==> config.mk <==
export PLATFORM = sky130hd
export DESIGN_NAME = sfla_ctrl
export DESIGN_NICKNAME = d
export VERILOG_FILES = /design/src/rtl/sfla_pkg.sv /design/src/rtl/sfla_ctrl.sv
export SDC_FILE = /design/constraint.sdc
export NUM_CORES = 1
export LEC_CHECK = 0
export BUFFER_PORTS_ARGS = -buffer_cell sky130_fd_sc_hd__buf_2
export CELL_PAD_IN_SITES_DETAIL_PLACEMENT = 1
export CELL_PAD_IN_SITES_GLOBAL_PLACEMENT = 1
export CORE_AREA = 2 2 39 41
export CTS_BUF_LIST = sky130_fd_sc_hd__clkbuf_2 sky130_fd_sc_hd__clkbuf_4 sky130_fd_sc_hd__clkbuf_8
export DETAILED_ROUTE_END_ITERATION = 12
export DIE_AREA = 0 0 41 43
export MAX_ROUTING_LAYER = met4
export PLACE_DENSITY = 0.47
export REMOVE_ABC_BUFFERS = 1
export SLEW_MARGIN = 20
export SYNTH_ARGS = -nofsm -noshare
export SYNTH_HDL_FRONTEND = slang
export SYNTH_SLANG_ARGS = --single-unit
==> constraint.sdc <==
create_clock -name clk -period 1.2 [get_ports clk]
set_input_delay 0.12 -clock clk [delete_from_list [all_inputs] [get_ports clk]]
set_output_delay 0.12 -clock clk [all_outputs]
set_load 0.03 [all_outputs]
==> src/rtl/sfla_pkg.sv <==
// Shared types and constants for the segregated free-list allocator.
// Holds word field widths, operation and status codes, and the
// controller/datapath command and status structs. No dependencies.
`timescale 1ns / 1ps

package sfla_pkg;

  localparam int REQUEST_BYTES_W = 16;
  localparam int ADDRESS_W       = 20;
  localparam int USED_BYTES_W    = 21;
  localparam int STATUS_W        = 3;
  localparam int LIMIT_W         = 21;

  // Block index carried by a 20-bit byte offset of an 8-byte aligned block.
  localparam int BLK_W           = ADDRESS_W - 3;
  // Rounded size and carve size both fit in 17 bits (at most 65536).
  localparam int SIZE_EXT_W      = 17;
  // Class number before range check (at most 56).
  localparam int CLS_FULL_W      = 6;

  localparam int LIMIT_RESET     = 1048576;

  localparam logic OP_ALLOC = 1'b0;
  localparam logic OP_FREE  = 1'b1;

  localparam logic [STATUS_W-1:0] ST_REUSED    = 3'd0;
  localparam logic [STATUS_W-1:0] ST_BUMP      = 3'd1;
  localparam logic [STATUS_W-1:0] ST_FREED     = 3'd2;
  localparam logic [STATUS_W-1:0] ST_TOO_LARGE = 3'd3;
  localparam logic [STATUS_W-1:0] ST_NO_SPACE  = 3'd4;

  typedef struct packed {
    logic                       op;
    logic [REQUEST_BYTES_W-1:0] request_bytes;
    logic [ADDRESS_W-1:0]       block_address;
  } sfla_req_t;

  typedef struct packed {
    logic [ADDRESS_W-1:0]    address;
    logic [STATUS_W-1:0]     status;
    logic [USED_BYTES_W-1:0] used_bytes;
  } sfla_rsp_t;

  typedef struct packed {
    logic capture;
    logic link_read;
    logic finish_exec;
    logic finish_pop;
  } sfla_cmd_t;

  typedef struct packed {
    logic need_pop;
  } sfla_stat_t;

endpackage

==> src/rtl/sfla_ctrl.sv <==
// Sequencing controller: accepts a word, runs the execute step, the
// optional link store read for a list pop, and hands off to the output
// register. Depends on sfla_pkg.
`timescale 1ns / 1ps

module sfla_ctrl import sfla_pkg::*; (
  input  logic       clk,
  input  logic       rst,
  input  logic       in_valid,
  output logic       in_ready,
  output logic       out_valid,
  input  logic       out_ready,
  input  sfla_stat_t stat,
  output sfla_cmd_t  cmd
);

  localparam logic [1:0] S_IDLE = 2'd0;
  localparam logic [1:0] S_EXEC = 2'd1;
  localparam logic [1:0] S_POP  = 2'd2;

  logic [1:0] state;
  logic [1:0] state_next;
  logic       room;

  // The output register can take a new word when empty or being drained.
  assign room     = !out_valid || out_ready;
  assign in_ready = (state == S_IDLE);

  always_comb begin
    state_next = state;
    cmd        = '0;
    unique case (state)
      S_IDLE: begin
        if (in_valid) begin
          cmd.capture = 1'b1;
          state_next  = S_EXEC;
        end
      end
      S_EXEC: begin
        if (stat.need_pop) begin
          cmd.link_read = 1'b1;
          state_next    = S_POP;
        end else if (room) begin
          cmd.finish_exec = 1'b1;
          state_next      = S_IDLE;
        end
      end
      S_POP: begin
        if (room) begin
          cmd.finish_pop = 1'b1;
          state_next     = S_IDLE;
        end
      end
      default: begin
        state_next = S_IDLE;
      end
    endcase
  end

  always_ff @(posedge clk) begin
    if (rst) begin
      state     <= S_IDLE;
      out_valid <= 1'b0;
    end else begin
      state <= state_next;
      if (cmd.finish_exec || cmd.finish_pop) begin
        out_valid <= 1'b1;
      end else if (out_ready) begin
        out_valid <= 1'b0;
      end
    end
  end

endmodule

Yosys cells after proc, flatten, opt, wreduce, memory -nomap -nowiden. Index checks and enable logic that the tools add are counted.

Equal/unequal tests: 3. Mux-type cells: 13. Reductions and logical operators: 5.

Operators by type and width (count): two-way mux 1 bit (8); two-way mux 2 bit (4); one-hot mux 2 bit (3 select lines) (1); == test 2 x 1 -> 1 bit (second input constant) (1); == test 2 bit (second input constant) (1); logical NOT 2 bit (1); logical OR 1 bit (2); != test 2 bit (second input constant) (1); nonzero test 2 bit (1); logical NOT 1 bit (1).

Register bits: 3. Output and inout bits: 6. Logic and storage cells: 23.

Longest topological paths before layout.
Depth after elaboration: 7. Depth in mapped cells: 2.

Worst setup path after synthesis. No wires, ideal clock.

Kind: register to output. From: register state[0]. To: output cmd[3] in the netlist's numbering. Arrival: 1.151 ns. Path slack: -0.071 ns. Stages on the path, launching flop included: 3. Cell sequence: dfxtp_1 nor2_1 and2_1.

RTL lines: start, declared (RTL line sfla_ctrl.sv:21) `logic [1:0] state;`; start signal, assigned (RTL line sfla_ctrl.sv:65) `state <= state_next;`; end, declared (RTL line sfla_ctrl.sv:14) `output sfla_cmd_t cmd`.

==> results.md <==
Clocking:
- The root buffer cell is clkbuf_4.
- The clock-pin slew on the worst setup and hold paths is 0.04 ns.
- The largest buffer count on any clock path is 2.
- Buffers inserted during clock tree synthesis total 3.
- Clock tree synthesis found a total of 3 sinks.
- The hold-fix buffer count after cts is 0.
- The clock latency reported for the late side of the worst-skew pair is 0.24 ns.
- TritonCTS built the clock tree.
- CTS built an H-tree with a depth of 1.

Routing:
- The met3 wire length is 68 µm.
- In the final routed layout, each cell accounts on average for 11.6 µm.
- In the routed layout, each cell is associated on average with a via count of 4.24.
- The detailed-routing wirelength on met1 is 222 µm.
- The antenna violation net count after detailed routing is 0.
- The highest metal layer carrying signal wires in the routed design is met4.
- For this block, the initial DRC count from the detailed router was 2.
- The final routed DRC violation total is 0.
- The final route contains 212 vias.
- After detailed routing, the met2 layer carries 264 µm of wire.
- The count of TritonRoute iterations in the first routing pass is 2.
- The final layout contains routed wiring with a total length of 580 µm.

Floorplanning:
- The core region is 1380 µm².
- Once the floorplan was initialized, standard cells occupied 12.2% of the core.
- The floorplan has 14 rows.
- The die outline height is 43 µm.
- In this run the horizontal extent of the chip is 41 µm.
- The number of I/O pins is 11.
- The floorplan die area is 1760 µm².

STA:
- The relative slew slack is 86.9%.
- The count of pins over their slew limit was 0.
- Hold is met by 0.0778 ns.
- Setup repair after global routing could not meet its margin everywhere.
- The final critical path takes up 107% of the cycle.
- The transition at the pin with the smallest max-transition slack is 0.196 ns.
- The achievable clock frequency is 780 MHz.
- The final-report hold violation count is 0.
- Setup total negative slack on the finished layout was measured at -0.0827 ns.
- The time the final worst path needs with I/O delays and setup is 1.28 ns.
- Between clock sinks in the finished design, the worst skew comes to 0.00411 ns.
- The count of endpoints failing setup in the final report is 1.
- Setup slack on the critical path of the routed design comes to -0.0827 ns.

Logic synthesis:
- The number of flip-flops and latches in the synthesized netlist is 3.
- The synthesized design contains 0 enable-type register cells.
- After synthesis, flip-flops and latches occupy 35.6% of the total area.
- The number of distinct library cells after synthesis is 12.
- In the post-synthesis netlist, the biggest area contributors are dfxtp_1 36%, nand2b_1 11%, and4bb_2 7.4%, nand4bb_1 6.7%, nor2_1 6.7%.
- The number of synthesis warnings is 0.
- The biggest area consumer among synthesized cells is dfxtp_1.
- In the synthesized netlist the async set-or-reset flop fraction comes to 0%.
- The commonest cells after synthesis are 3 x dfxtp_1, 3 x nand2b_1, 3 x nor2_1.
- In the synthesized netlist the dominant register cell turns out to be dfxtp_1.
- The area fraction of the dominant cell type after synthesis is 35.6%.
- The average cell area after synthesis is 9.38 µm².
- The cell count after synthesis is 18.
- The synthesized cell area is 169 µm².

GRT:
- Entering global routing, the biggest net connects 7 pins.
- The number of global-route vias before repair is 211.
- The global route total overflow is 0.
- The global-route wire length before repair is 869 µm.
- The global router's overall resource usage is 8.43%.
- The number of antenna violations at the first check in global routing is 0.

Placement:
- The routability congestion estimate from global placement is 0.536.
- Input and output buffers added on the ports amount to 10.
- The wire-length estimate of the detail-placed layout is 413 µm.
- Before CTS, the worst setup slack after placement is 0.104 ns.
- The total cell area at the placement stage is 254 µm².

Power:
- The total internal power is 298 µW.
- VDD sags by at most 0.354 mV.
- Total power for the finished layout comes to 408 µW.
- The proportion of total power due to net switching is 27.0%.
- The part of the power in the clock network is 50.4%.
- For this design the static power due to leakage is 0.000150 µW.
- The sequential cell fraction of total power is 26.8%.
- Combinational logic is responsible for 22.8% of the overall power.
- For this design the total switching power over the nets is 110 µW.
- The power per cell area is 1140 nW/µm².

Hold path:
- The hold path startpoint is rst.
- The worst hold path belongs to the class in -> reg.

Critical path:
- STA puts the critical path data required time at 1.08 ns.
- For the worst setup path, the data arrival time is 1.16 ns.
- The beginning of the critical path is state[0]$_SDFFE_PP0P_.
- The endpoint type of the worst setup path is a primary output.
- The cell type of the slowest stage on the worst timing path is or3b_4.
- The signal on the critical path passes through or3b_4 > nor2_4 > buf_6.
- Counting both buffers and inverters, the worst setup path holds a total of 1.
- The maximum fanout along the worst path is 2.
- The critical path startpoint category is a register.
- The startpoint identified for the worst register-to-register timing path is state[1]$_SDFFE_PP0P_.
- The worst setup path category is reg -> out.
- In this design, the largest share of critical-path delay is due to simple AND/OR/NAND/NOR gates.
- The maximum single-stage delay on the critical path is 0.39 ns.

Layout:
- The register area is 62.6 µm².
- After the last flow step, the layout net total stands at 40.
- The multi-input combinational cells in the finished layout cover a total of 151 µm².
- The final design area excluding fillers is 358 µm².
- 0 antenna diodes ended up in the layout.
- The post-route netlist has 82.4% of its cells at a drive strength greater than 1.
- The signed area change from the synthesized netlist to the final layout is 112%.
- The filler cells instantiated in the layout total 171.

Run status:
- The checks that failed: setup timing.
- The run finished, with violations left.

Flow run:
- The number of maximum-capacitance violations is 0.
## kinds of logic (layout without fill, tap and decap cells)
| kind of cell | count (synthesis) | after routing | share of synthesized area (%) |
|---|---|---|---|
| AOI/OAI and AO/OA | 3 | 3 | 14.1 |
| buffers and inverters | 0 | 16 | 0 |
| DFF | 3 | 3 | 35.6 |
| and+or+nand+nor | 12 | 12 | 50.4 |
## power groups by stage
stage / clock [µW] / combinational, µW / sequential, µW
5_1_grt: 221 / 100 / 110
4_1_cts: 209 / 83.7 / 109
6_report: 206 / 93.0 / 109
3_5_place_dp: 0 / 69.0 / 110
3_3_place_gp: 0 / 68.0 / 110
2_1_floorplan: 0 / 36.6 / 115
## worst paths after layout
check / end / slack, ns / cells after the start
setup / recovery: cmd[1] / -0.08 / 3
hold / removal: state[0]$_SDFFE_PP0P_ / 0.08 / 2
setup reg to reg: state[1]$_SDFFE_PP0P_ / 0.21 / 3
hold reg to reg: state[0]$_SDFFE_PP0P_ / 0.54 / 2
## area by class of cell
class	count	area share (%)
clock buffers	4	8.39
multi-input cells	15	42.3
flip-flops and latches	3	17.5
well taps	16	5.59
repair buffers	12	26.2
## repair_timing
action | CTS | global route
gates resized for setup | 15 | 7
endpoints found under the setup margin | 4 | 4
pin swaps | 3 | 3
buffers inserted | 0 | 0
## metal layers
metal,track usage (%),vias to the layer above
met4,8.00,0
met1,7.69,98
met5,-,-
met2,11.6,13
li1,-,97
met3,4.71,4
## placed cells by master, fill, tap and decap left out
cell,count
a211oi_1,1
dfxtp_2,2
dfxtp_1,1
nor2_4,3
clkbuf_4,4
and3b_2,1
and4bb_2,1
buf_6,5
nor2b_4,1
nand2b_1,2
buf_2,6
nand2b_4,1
o21ba_2,1
and2_4,1
or3b_4,1
nand4bb_1,1
buf_4,1
a31oi_1,1
## stage by stage
step | instances | utilization (%)
after floorplan | 18 | -
after global placement | 46 | 18.4
after detailed placement | 46 | 18.4
after CTS | 50 | 23.9
after global routing | 50 | 25.9
final | 50 | 25.9
## sequential cells by signal, indices dropped and copies added, names as in the netlist
name       cells
out_valid      1
state          2
Note: power is estimated with default switching activity, not from simulation.
